### config.mk
export PLATFORM = sky130hd
export DESIGN_NAME = mbdtp_palette
export DESIGN_NICKNAME = d
export VERILOG_FILES = /design/src/rtl/core/mbdtp_pkg.sv /design/src/rtl/core/mbdtp_palette.sv
export SDC_FILE = /design/constraint.sdc
export NUM_CORES = 1
export LEC_CHECK = 0
export BUFFER_PORTS_ARGS = -buffer_cell sky130_fd_sc_hd__clkbuf_2
export CORE_UTILIZATION = 61
export DETAILED_ROUTE_END_ITERATION = 6
export MAX_ROUTING_LAYER = met4
export PLACE_DENSITY = 0.86
export RECOVER_POWER = 25
export SYNTH_ARGS = -nofsm -noshare
export SYNTH_HDL_FRONTEND = slang
export SYNTH_SLANG_ARGS = --single-unit
### constraint.sdc
create_clock -name clk -period 2.2 [get_ports clk]
set_input_delay 0 -clock clk [delete_from_list [all_inputs] [get_ports clk]]
set_output_delay 0 -clock clk [all_outputs]
set_load 0.005 [all_outputs]
### src/rtl/core/mbdtp_pkg.sv
// Shared types and constants for the memory bus with DMA, tile and palette logic.
// Used by every module of the block; depends on nothing else.
package mbdtp_pkg;

  localparam int DMA_LENGTH_DEF = 160;
  localparam int TILE_COUNT_DEF = 384;
  // Tiles whose rows lie in the writable tile area 8000-97FF.
  localparam int TILE_SPAN = 384;

  localparam int ADDR_W = 16;
  localparam int DATA_W = 8;
  localparam int COLOR_W = 24;
  localparam int CFG_ADDR_W = 4;
  localparam int CFG_DATA_W = 32;

  localparam logic [15:0] ADDR_DMA = 16'hFF46;
  localparam logic [15:0] ADDR_DMA_DEST = 16'hFE00;
  localparam logic [15:0] ADDR_TILE_BASE = 16'h8000;
  localparam logic [15:0] ADDR_PAL_BG = 16'hFF47;
  localparam logic [15:0] ADDR_PAL_OBJ0 = 16'hFF48;
  localparam logic [15:0] ADDR_PAL_OBJ1 = 16'hFF49;

  localparam logic [1:0] MODE_READ = 2'd0;
  localparam logic [1:0] MODE_WRITE = 2'd1;
  localparam logic [1:0] MODE_PIXEL = 2'd2;
  localparam logic [1:0] MODE_COLOR = 2'd3;

  localparam logic [1:0] PAL_BG = 2'd0;
  localparam logic [1:0] PAL_OBJ0 = 2'd1;
  localparam logic [1:0] PAL_OBJ1 = 2'd2;
  localparam logic [1:0] PAL_NONE = 2'd3;

  localparam logic [23:0] SHADE_RESET_0 = 24'hFFFFFF;
  localparam logic [23:0] SHADE_RESET_1 = 24'hAAAAAA;
  localparam logic [23:0] SHADE_RESET_2 = 24'h555555;
  localparam logic [23:0] SHADE_RESET_3 = 24'h000000;

  typedef struct packed {
    logic        en;
    logic [15:0] addr;
    logic [7:0]  data;
  } ram_wr_t;

  typedef struct packed {
    logic       en;
    logic [1:0] sel;
    logic [7:0] shades;
  } pal_wr_t;

endpackage

### src/rtl/core/mbdtp_palette.sv
// Shade color registers behind the configuration port and the three mapped palettes.
// Uses mbdtp_pkg.
module mbdtp_palette (
  input  logic                                  clk,
  input  logic                                  rst,
  input  logic                                  psel,
  input  logic                                  penable,
  input  logic                                  pwrite,
  input  logic [mbdtp_pkg::CFG_ADDR_W-1:0]      paddr,
  input  logic [mbdtp_pkg::CFG_DATA_W-1:0]      pwdata,
  output logic [mbdtp_pkg::CFG_DATA_W-1:0]      prdata,
  input  mbdtp_pkg::pal_wr_t                    pal_wr,
  input  logic [1:0]                            rd_choice,
  input  logic [1:0]                            rd_slot,
  output logic [mbdtp_pkg::COLOR_W-1:0]         rd_color
);

  logic [23:0] shade [4];
  logic [23:0] pal [12];
  logic [1:0]  cfg_idx;

  assign cfg_idx = paddr[3:2];

  always_ff @(posedge clk) begin
    if (rst) begin
      shade[0] <= mbdtp_pkg::SHADE_RESET_0;
      shade[1] <= mbdtp_pkg::SHADE_RESET_1;
      shade[2] <= mbdtp_pkg::SHADE_RESET_2;
      shade[3] <= mbdtp_pkg::SHADE_RESET_3;
    end else if (psel && penable && pwrite) begin
      shade[cfg_idx] <= pwdata[23:0];
    end
  end

  always_ff @(posedge clk) begin
    if (rst) begin
      for (int i = 0; i < 12; i++) begin
        pal[i] <= '0;
      end
    end else if (pal_wr.en) begin
      for (int k = 0; k < 4; k++) begin
        pal[{pal_wr.sel, 2'(k)}] <= shade[pal_wr.shades[2*k +: 2]];
      end
    end
  end

  assign prdata = {8'd0, shade[cfg_idx]};
  assign rd_color = (rd_choice == mbdtp_pkg::PAL_NONE) ? 24'd0 : pal[{rd_choice, rd_slot}];

endmodule

After elaboration in Yosys (flattened, before gate mapping)
Memory sizes are Yosys's and may differ from the RTL's.
Index checks and enable logic that the tools add are counted.
W data, S select, Z words.
{ "totals": {"reg_bits": 0, "latchBits": 0, "mem_bits_rw": 384, "romBits": 0, "output_inout_bits": 56, "wordCells": 34, "n_memories": 2} }
{ "mem_list": {"columns": ["memory", "words", "width", "rd", "rd_ports_with_merged_regs", "write_ports", "line", "rtl"], "rows": [
  ["pal", 12, 24, 1, 0, 12, "mbdtp_palette.sv:19", "logic [23:0] pal [12];"],
  ["shade", 4, 24, 5, 0, 4, "mbdtp_palette.sv:18", "logic [23:0] shade [4];"]
]} }
{ "classes": {"addsub": 0, "multipliers": 0, "div": 0, "order_cmp": 0, "eq_ne": 1, "shifts": 0, "n_mux": 24, "n_bitwise": 0, "n_reduce_logical": 7} }
{ "ops": {"columns": ["operator", "n"], "rows": [
  ["$mux W24", 6],
  ["$reduce_or A24 Y1", 5],
  ["$mux W4", 4],
  ["$mux W1", 13],
  ["$eq A2 B2 Y1 const B", 1],
  ["$logic_and A1 B1 Y1", 2],
  ["$mux W2", 1]
]} }

Longest topological paths before layout
Gate-level depths: netlist of run 1.
{ "logic_depth": {"depth_word": 7, "depth_mapped": 6, "mapped_depth_nobuf": 3} }

Worst setup path after synthesis of run 1
Ideal clock, no wire load.
{ "synth_timing": {"path_type": "input port to flip-flop", "startpoint": "in pal_wr[10] (netlist bit)", "endpoint": "mem pal[5][0] (enable)", "setup_time_ns": 0.399, "t_arrival_ns": 1.640, "required_ns": 1.801, "setup_slack_ns": 0.161, "path_stages": 5, "n_path_buf": 2, "cell_sequence": "nor2b_4 > buf_6 > nor3b_4 > buf_6 > or2_2"} }
{ "synth_lines": {"columns": ["item", "line", "rtl"], "rows": [
  ["start: declaration", "mbdtp_palette.sv:12", "input mbdtp_pkg::pal_wr_t pal_wr,"],
  ["end: declaration", "mbdtp_palette.sv:19", null]
]} }

Worst setup path in the final report of run 1
{ "layout_timing": {"startpoint": "mem pal[0][13]", "endpoint": "out rd_color[13] (netlist bit)"} }
{ "layout_between": {"elab_chain_len": 2} }
{ "layout_lines": {"columns": ["item", "line", "rtl"], "rows": [
  ["$mem_v2 Z12 W24", null, null],
  ["$mux W24", "mbdtp_palette.sv:48", "assign rd_color = (rd_choice == mbdtp_pkg::PAL_NONE) ? 24'd0 : pal[{rd_choice, rd_slot}];"],
  ["end: declaration", "mbdtp_palette.sv:15", "output logic [mbdtp_pkg::COLOR_W-1:0] rd_color"]
]} }
Every way passes these cells.

==> metrics.yaml, run 1 <==
detailed_routing:
  drt_wl_total_um: 47000
  wl_per_cell_um: 26.8
  drt_first_pass_iters: 5
  postRouteAntennaNets: 0
  vias_per_cell: 6.61
  drt-initial-drc-count: 1477
  post-route-drc-count: 0
  vias: 11600
clocking:
  clkSlewWorstSetupHoldPaths_ns: 0.06
  cts_root_buf: "clkbuf_16"
  insertion_delay_ns: 0.54
  htreeDepth: 2
  cts_tree: "done"
  cts_num_sinks: 384
  cts_buffers: 37
  cts_buffer_depth: 3
cells_and_area:
  area.growth.synth_to_final_pct: 11.8
  stdcell_count: 1752
  drive_gt1_share_pct: 38.5
  n_fill_cell: 1920
  nets: 1381
  design_area_um2: 22200
synthesis:
  syn_avg_cell_area_um2: 16.3
  yosysWarnings: 0
  synth_top_cell_area_share_pct: 58.2
  yosys-top-cells-count: "edfxtp_1, and2_1, mux4_2"
  synth_area_leaders: "edfxtp_1, mux4_2, and2_1"
  async_flop_share_pct: 0
  synth.distinct_cells: 30
  ys_ff_latch: 384
  netlist_area_um2: 19800
  yosys.area.top_type: "edfxtp_1"
  synthCells: 1214
  seq_area_frac_synth_pct: 58.2
  yosysMostFrequentCell: "edfxtp_1"
  synth-edff-count: 384
  synth_ff_type: "edfxtp_1"
worst_hold_path:
  hold_path_depth: 3
  hold_path.class: "input port to flip-flop"
timing:
  hold_ws_ns: 0.0733
  grt_setup_unrepaired: "no"
  tightestPinTransition_ns: 1.48
  slew_violations: 0
  period_needed_ns: 2.00
  fin_skew_ns: 0.0266
  max_slew_margin_pct: 1.61
  hold_viol_final: 0
  finalSetupViolCount: 0
  max_freq_ghz: 0.500
  fin_crit_sh_pct: 91.0
  tns_ns: 0
setup_path:
  worstPathRequired_ns: 2.20
  end_kind: "output pin"
  crit_type: "flip-flop to output pin"
  critPathMaxFanout: 2
  cp.arrival_ns: 2.00
  reg2regPathDepth: 2
  worstSetupStartpointType: "flip-flop"
pwr:
  powerDensity_nw_per_um2: 770
  power.switching_mw: 3.98
  p_seq_share_pct: 50.9
  internal-power_mw: 13.1
  swShare_pct: 23.3
  power.total_mw: 17.1
  clock_power_share_pct: 37.2
  p_leak_nw: 8.10
  ir_worst_vdd_mv: 0.637
  comb_power_share_pct: 11.9
run:
  max_cap_violations: 0
floorplan:
  rows: 65
  die_x_um: 182
  core-area_um2: 31700
  start_util_pct: 62.5
  io_pins: 112
  die_h_um: 182
  die_area_um2: 33200
global_routing:
  grt_pass1_vias: 11600
  grt.total_usage_pct: 30.4
  antenna_found_initial: 2
  grt_pass1_wl_um: 71500
  grt_max_degree: 85
  overflow: 0
outcome:
  status: "finished, final reports clean"
placement:
  dpl_cell_area_um2: 20800
  place_inst: 1663
  io_buffers: 93
  place_congestion: 0.829
  dp_hpwl_um: 29500
## what timing repair did
action / CTS / global route
hold endpoints to repair: 97 / 0
gates resized for setup: 0 / 0
buffers inserted: 0 / 0
setup endpoints to repair: 0 / 0
hold buffers: 25 / 0
## kinds of logic (layout without fill, tap and decap cells)
group / count (synthesis) / after routing / share of synthesized area [%]
DFF: 384 / 384 / 58.2
other: 1 / 9 / 0.0189
buffers and inverters: 134 / 262 / 3.79
AOI/OAI and AO/OA: 51 / 51 / 1.95
and+or+nand+nor: 428 / 428 / 14.2
muxes: 216 / 216 / 21.8
## per-stage QoR
| step | utilization [%] | setup WS [ns] |
|---|---|---|
| final | 69.8 | 0.199 |
| after floorplan | - | 0.161 |
| after global placement | 65.6 | 0.618 |
| after detailed placement | 65.6 | 0.581 |
| after global routing | 69.8 | 0.0418 |
| after CTS | 70.1 | 0.231 |
## worst paths after layout
kind	start	end	slack [ns]
worst min register to register	shade[2][4]	pal[3][4]	0.88
worst max register to register	shade[3][22]	pal[6][22]	0.69
worst max-delay path	pal[0][13]	rd_color[13]	0.20
worst min-delay path	pal_wr[9]	pal[0][13]	0.07
## routing by layer
| metal | share of wire (%) | track usage, % |
|---|---|---|
| met1 | 38 | 42.1 |
| met3 | 12 | 7.08 |
| met4 | 2.0 | 7.39 |
| met5 | 0 | - |
| met2 | 48 | 46.5 |
## cell usage in the layout (no fill, tap or decap), types with 11 or more instances in the layout
master | synthesis | layout
nand2b_1 | 48 | 48
o32ai_1 | 24 | 24
o22ai_1 | 24 | 24
nor2_1 | 24 | 24
clkinv_2 | 0 | 11
and2_2 | 93 | 93
dlygate4sd3_1 | 0 | 25
mux4_2 | 168 | 168
and2_1 | 243 | 218
buf_4 | 13 | 34
clkbuf_16 | 0 | 37
mux2_2 | 48 | 48
and2_0 | 0 | 25
edfxtp_1 | 384 | 384
inv_1 | 25 | 25
buf_12 | 0 | 15
clkbuf_2 | 2 | 94
## flip-flops by register name, summed over array words and instances (netlist names)
| register | flops |
|---|---|
| pal | 288 |
| shade | 96 |
## worst max-delay path, stage by stage, from the launching register on
cell,delay (ns)
edfxtp_1,0.35
mux4_2,0.23
nor2_1,0.05
o32ai_1,0.61
clkbuf_2,0.23
## layout make-up
| type | count | area (µm²) | share of cell area [%] |
|---|---|---|---|
| sequential | 384 | 11500 | 52.1 |
| multi-input combinational | 703 | 7550 | 34.1 |
| timing repair buffer | 174 | 1300 | 5.86 |
| clock buffer | 40 | 937 | 4.23 |
| tap | 402 | 503 | 2.27 |
| clock inverter | 23 | 241 | 1.09 |
| inverter | 25 | 93.8 | 0.424 |
| antenna | 1 | 2.50 | 0.0113 |
## power by group through the flow
stage | clock [mW] | sequential (mW) | combinational [mW]
finish | 6.35 | 8.68 | 2.03
global route | 6.65 | 8.72 | 2.15
CTS | 6.38 | 8.67 | 2.03
detailed placement | 0 | 8.82 | 1.97
global placement | 0 | 8.77 | 1.94
floorplan | 0 | 8.74 | 1.29
No activity file was read; power rests on OpenSTA's default activity.
==> run 2: changes to the inputs <==
==> constraint.sdc (replaced) <==
create_clock -name clk -period 2.2 [get_ports clk]
set_input_delay 0.55 -clock clk [delete_from_list [all_inputs] [get_ports clk]]
set_output_delay 0.55 -clock clk [all_outputs]
set_load 0.005 [all_outputs]
==> run 2 against run 1 <==
  * The run now ends with negative setup slack left
  * Maximum frequency is 19% lower
  * Die area unchanged
  * Via count grew 10%
  * Critical path type unchanged
  * Clock power up 5.7%
  * Non-clock buffer count up 95
  * Count of clock-buffer cells in the layout is 6 higher
  * Critical endpoint is now rd_color[18]
  * Largest power group unchanged
==> metrics.yaml, run 2 (synthesized netlist as in run 1, its figures left out) <==
clocking:
  cts_num_sinks: 384
  insertion_delay_ns: 0.55
  cts_buffers: 40
  hold_buffers: 0
  clkSlewWorstSetupHoldPaths_ns: 0.07
  htreeDepth: 2
  cts_tree: "done"
  cts_buffer_depth: 3
  cts_root_buf: "clkbuf_16"
setup_path:
  reg2reg_slack_ns: 0.45
  cp_num_buf_inv: 2
  crit_type: "flip-flop to output pin"
  crit_family: "multiplexers"
  worstSetupStartpointType: "flip-flop"
  regToRegStartpoint: "shade[3][0]"
  critPathMaxStageDelay_ns: 0.59
  reg2reg_to: "pal[8][0]"
  reg2regPathDepth: 4
  cp.arrival_ns: 1.93
  worstPathRequired_ns: 1.65
  critPathMaxFanout: 1
  crit_path_cell_trace: "mux4_2, inv_2, o32ai_2, clkbuf_2"
  end_kind: "output pin"
  crit_slowest_cell: "mux4_2"
detailed_routing:
  wl_per_cell_um: 29.2
  vias: 12800
  drt_first_pass_iters: 7
  postRouteAntennaNets: 0
  drt-initial-drc-count: 1907
  drt_wl_total_um: 54300
  post-route-drc-count: 0
  vias_per_cell: 6.88
timing:
  worst_slack_ns: -0.279
  grt_setup_unrepaired: "yes"
  slew_violations: 0
  tightestPinTransition_ns: 0.938
  period_needed_ns: 2.48
  hold_viol_final: 0
  max_slew_margin_pct: 37.5
  fin_crit_sh_pct: 113
  max_freq_ghz: 0.403
  fin_skew_ns: 0.0151
  finalSetupViolCount: 94
  hold_ws_ns: 0.287
cells_and_area:
  reg.largest.list: "pal: 288 flops, shade: 96 flops"
  final_cell_mix: "edfxtp_1, and2_1, mux4_2"
  area.growth.synth_to_final_pct: 19.0
  nets: 1479
  largest_reg_flops: 288
  largest-register: "pal"
  drive_gt1_share_pct: 47.0
  final_common_cell: "edfxtp_1"
global_routing:
  antenna_found_initial: 4
  grt_pass1_wl_um: 75100
  grt.total_usage_pct: 32.1
  grt_max_degree: 73
  grt_pass1_vias: 12100
  overflow: 0
placement:
  io_buffers: 93
  place_congestion: 0.813
  dp_hpwl_um: 32000
pwr:
  powerDensity_nw_per_um2: 758
  power.total_mw: 17.9
  ir_worst_vdd_mv: 0.685
  p_leak_nw: 8.84
outcome:
  status: "finished with violations"
  violations: "negative setup slack"
floorplan:
  core-area_um2: 31700
  die_area_um2: 33200
  io_pins: 112
  die_h_um: 182
  rows: 65
  start_util_pct: 62.5
  die_x_um: 182
run:
  max_cap_violations: 0
worst_hold_path:
  hold_path_depth: 2
  hold_path.class: "input port to flip-flop"
  min_to: "shade[0][9]"
  min_from: "pwdata[9]"
==> run 2: worst max path at each step <==
| stage | start | end | slack (ns) | cells after the start |
|---|---|---|---|---|
| after floorplan | pal_wr[10] | pal[5][0] | -0.03 | 5 |
| after global placement | rd_slot[0] | rd_color[15] | -0.37 | 6 |
| after detailed placement | rd_slot[0] | rd_color[7] | -0.39 | 6 |
| after CTS | pal[3][23] | rd_color[23] | -0.20 | 4 |
| after global routing | pal[6][18] | rd_color[18] | -0.29 | 4 |
| final | pal[7][18] | rd_color[18] | -0.28 | 4 |
==> run 2: report_power, final <==
part | leakage [nW] | internal [mW] | switching [mW]
Clock | 0.615 | 3.87 | 2.84
Combinational | 4.21 | 1.19 | 1.28
Sequential | 4.02 | 8.47 | 0.203
==> run 2: worst reg2reg max path, delay by kind of cell, from the launching register on <==
family / cells / cell delay [ns]
DFF: 1 / 0.45
muxes: 1 / 0.55
and+or+nand+nor: 1 / 0.20
buffers and inverters: 2 / 0.30
==> run 2: repair_timing <==
| item | CTS | global route |
|---|---|---|
| pin swaps | 11 | 11 |
| endpoints found under the setup margin | 37 | 41 |
| resized for setup | 34 | 49 |
| buffers inserted | 38 | 50 |
| cloned | 3 | 1 |
==> run 2: per-layer routing <==
metal | share of wire (%) | up-vias | GRT usage [%]
met4 | 3.2 | 0 | 10.7
met1 | 35 | 6375 | 43.8
met5 | 0 | - | -
met2 | 49 | 1145 | 50.4
met3 | 13 | 191 | 4.99
li1 | - | 5056 | -
==> run 2: cell type report <==
type                    instances  area [µm²]
repair buffers                269        2380
clock buffers                  46        1040
flip-flops and latches        384       11500
diodes                          4        10.0
well taps                     402         503
fillers                      1681        8140
multi-input cells             703        7790
inverters                      25        93.8
clock inverters                23         220
==> run 2: through the flow <==
step / setup WS [ns] / TNS, ns / utilization [%] / instances / instance area, µm²
after floorplan: -0.0337 / -3.33 / - / 1221 / 19800
after global placement: -0.365 / -6.96 / 67.4 / 1700 / 21400
after detailed placement: -0.387 / -7.22 / 67.4 / 1700 / 21400
after CTS: -0.199 / -2.99 / 72.9 / 1802 / 23100
after global routing: -0.289 / -8.93 / 74.3 / 1855 / 23600
final: -0.279 / -8.32 / 74.3 / 1856 / 23600
==> run 3: changes to the inputs <==
ABC_CLOCK_PERIOD_IN_PS = 2200   (was unset)
GPL_TIMING_DRIVEN = 0   (was unset)
==> run 3 against run 2 <==
  * Core utilization shrank 2.8 points
  * The flow still finishes with violations (negative setup slack)
  * Sequential share of layout area increased by 1.9 points
  * Die area stayed put
  * Design area decreased by 3.8%
==> metrics.yaml, run 3 (synthesized netlist as in run 1, its figures left out) <==
floorplan:
  start_util_pct: 62.5
  die_h_um: 182
  die_x_um: 182
  die_area_um2: 33200
  io_pins: 112
  rows: 65
  core-area_um2: 31700
detailed_routing:
  postRouteAntennaNets: 0
  drt_wl_total_um: 52900
  vias: 12300
  drt-initial-drc-count: 1880
  drt_first_pass_iters: 6
  vias_per_cell: 6.83
  post-route-drc-count: 0
  wl_per_cell_um: 29.3
setup_path:
  critPathLaunch: "rd_slot[1]"
  reg2regPathDepth: 3
  cp-endpoint: "rd_color[21]"
  cp.arrival_ns: 1.96
  crit_path_cell_trace: "buf_2, buf_8, nand2_4, buf_8, o22ai_2, o32ai_2, clkbuf_2"
  worstSetupStartpointType: "input port"
  reg2reg_slack_ns: 0.56
  crit_type: "input port to output pin"
  crit_slowest_cell: "o32ai_2"
  reg2reg_to: "pal[9][12]"
  cp_common_cell: "buf_8"
  end_kind: "output pin"
  critPathMaxStageDelay_ns: 0.40
  worstPathRequired_ns: 1.65
  critPathMaxFanout: 10
  regToRegStartpoint: "shade[3][12]"
timing:
  max_freq_ghz: 0.399
  finalSetupViolCount: 212
  hold_ws_ns: 0.318
  fin_skew_ns: 0.0284
  fin_crit_sh_pct: 114
  grt_setup_unrepaired: "yes"
  worst_slack_ns: -0.305
  period_needed_ns: 2.51
  tns_ns: -23.09
  tightestPinTransition_ns: 0.872
  slew_violations: 0
  max_slew_margin_pct: 41.9
  hold_viol_final: 0
placement:
  dpl_cell_area_um2: 20800
  io_buffers: 80
  place_congestion: 0.902
  dp_hpwl_um: 34000
clocking:
  cts_buffers: 37
  cts_tree: "done"
  cts_num_sinks: 384
  clkSlewWorstSetupHoldPaths_ns: 0.06
  insertion_delay_ns: 0.53
  cts_buffer_depth: 3
  cts_root_buf: "clkbuf_16"
  htreeDepth: 2
pwr:
  powerDensity_nw_per_um2: 759
  p_leak_nw: 8.29
  ir_worst_vdd_mv: 0.518
  power.total_mw: 17.2
global_routing:
  grt_max_degree: 40
  overflow: 0
  grt_pass1_vias: 12200
  grt_pass1_wl_um: 75300
  antenna_found_initial: 3
  grt.total_usage_pct: 32.4
run:
  max_cap_violations: 0
cells_and_area:
  reg.largest.list: "pal: 288 flops, shade: 96 flops"
  area.growth.synth_to_final_pct: 14.5
  largest-register: "pal"
  largest_reg_flops: 288
  nets: 1431
  drive_gt1_share_pct: 42.8
  final_cell_mix: "edfxtp_1, mux4_2, and2_1"
  final_common_cell: "edfxtp_1"
  design_area_um2: 22700
worst_hold_path:
  hold_path.class: "input port to flip-flop"
  min_from: "pwdata[9]"
outcome:
  violations: "negative setup slack"
  status: "finished with violations"
## run 3: cell count changes in the layout (fill, tap and decap cells not counted), moves of 18 or more
cell      before  now
buf_4        118   41
and2_0         7   78
clkbuf_1      12   46
buf_6          2   20
and2_1       236  165
buf_12        40    7
## run 3: critical path: cells and delay by family
kind                   cells  cell delay [ns]
and+or+nand+nor            1             0.15
AOI/OAI and AO/OA          2             0.49
buffers and inverters      4             0.75
## run 3: metal layers
metal | track usage (%) | vias up | share of wire [%] | wire length [µm]
li1 | - | 4951 | - | -
met1 | 42.6 | 6217 | 35 | 18700
met2 | 52.0 | 1006 | 49 | 25900
met3 | 6.33 | 159 | 12 | 6530
met4 | 9.75 | 0 | 3.4 | 1770
met5 | - | - | 0 | 0
## run 3: what timing repair did
action	in CTS	in global routing
cloned	4	0
pin swaps	5	3
hold buffers	0	0
resized for setup	91	36
setup buffers	5	27
setup endpoints to repair	259	65
## run 3: area by class of cell
class / instances / area (µm²)
Antenna cell: 1 / 2.50
Clock inverter: 21 / 176
Buffer: 107 / 781
Multi-Input combinational cell: 705 / 7870
Clock buffer: 45 / 998
Timing Repair Buffer: 115 / 714
Sequential cell: 384 / 11500
Tap cell: 402 / 503
Inverter: 25 / 93.8
Fill cell: 1826 / 9040
## run 3: power by group
part	total [mW]	leakage, nW	internal [mW]	switching, mW
logic	2.25	3.68	1.02	1.22
clock network	6.28	0.581	3.59	2.69
registers	8.68	4.02	8.47	0.207
total	17.2	8.29	13.1	4.13
## run 3: worst min path at each step
| stage | slack, ns | to | depth (start not counted) |
|---|---|---|---|
| finish | 0.32 | shade[1][9] | 2 |
| detailed placement | 0.85 | shade[1][1] | 2 |
| global placement | 0.84 | shade[2][0] | 2 |
| CTS | 0.31 | shade[1][1] | 2 |
| floorplan | 0.72 | shade[1][1] | 1 |
| global route | 0.31 | shade[1][1] | 2 |
## run 3: stage by stage
| stage | std cells | worst slack (ns) | utilization (%) |
|---|---|---|---|
| floorplan | 1221 | -0.0337 | - |
| global placement | 1703 | -0.994 | 65.4 |
| detailed placement | 1704 | -0.713 | 65.5 |
| CTS | 1777 | -0.173 | 70.6 |
| global route | 1805 | -0.289 | 71.5 |
| finish | 1805 | -0.305 | 71.5 |
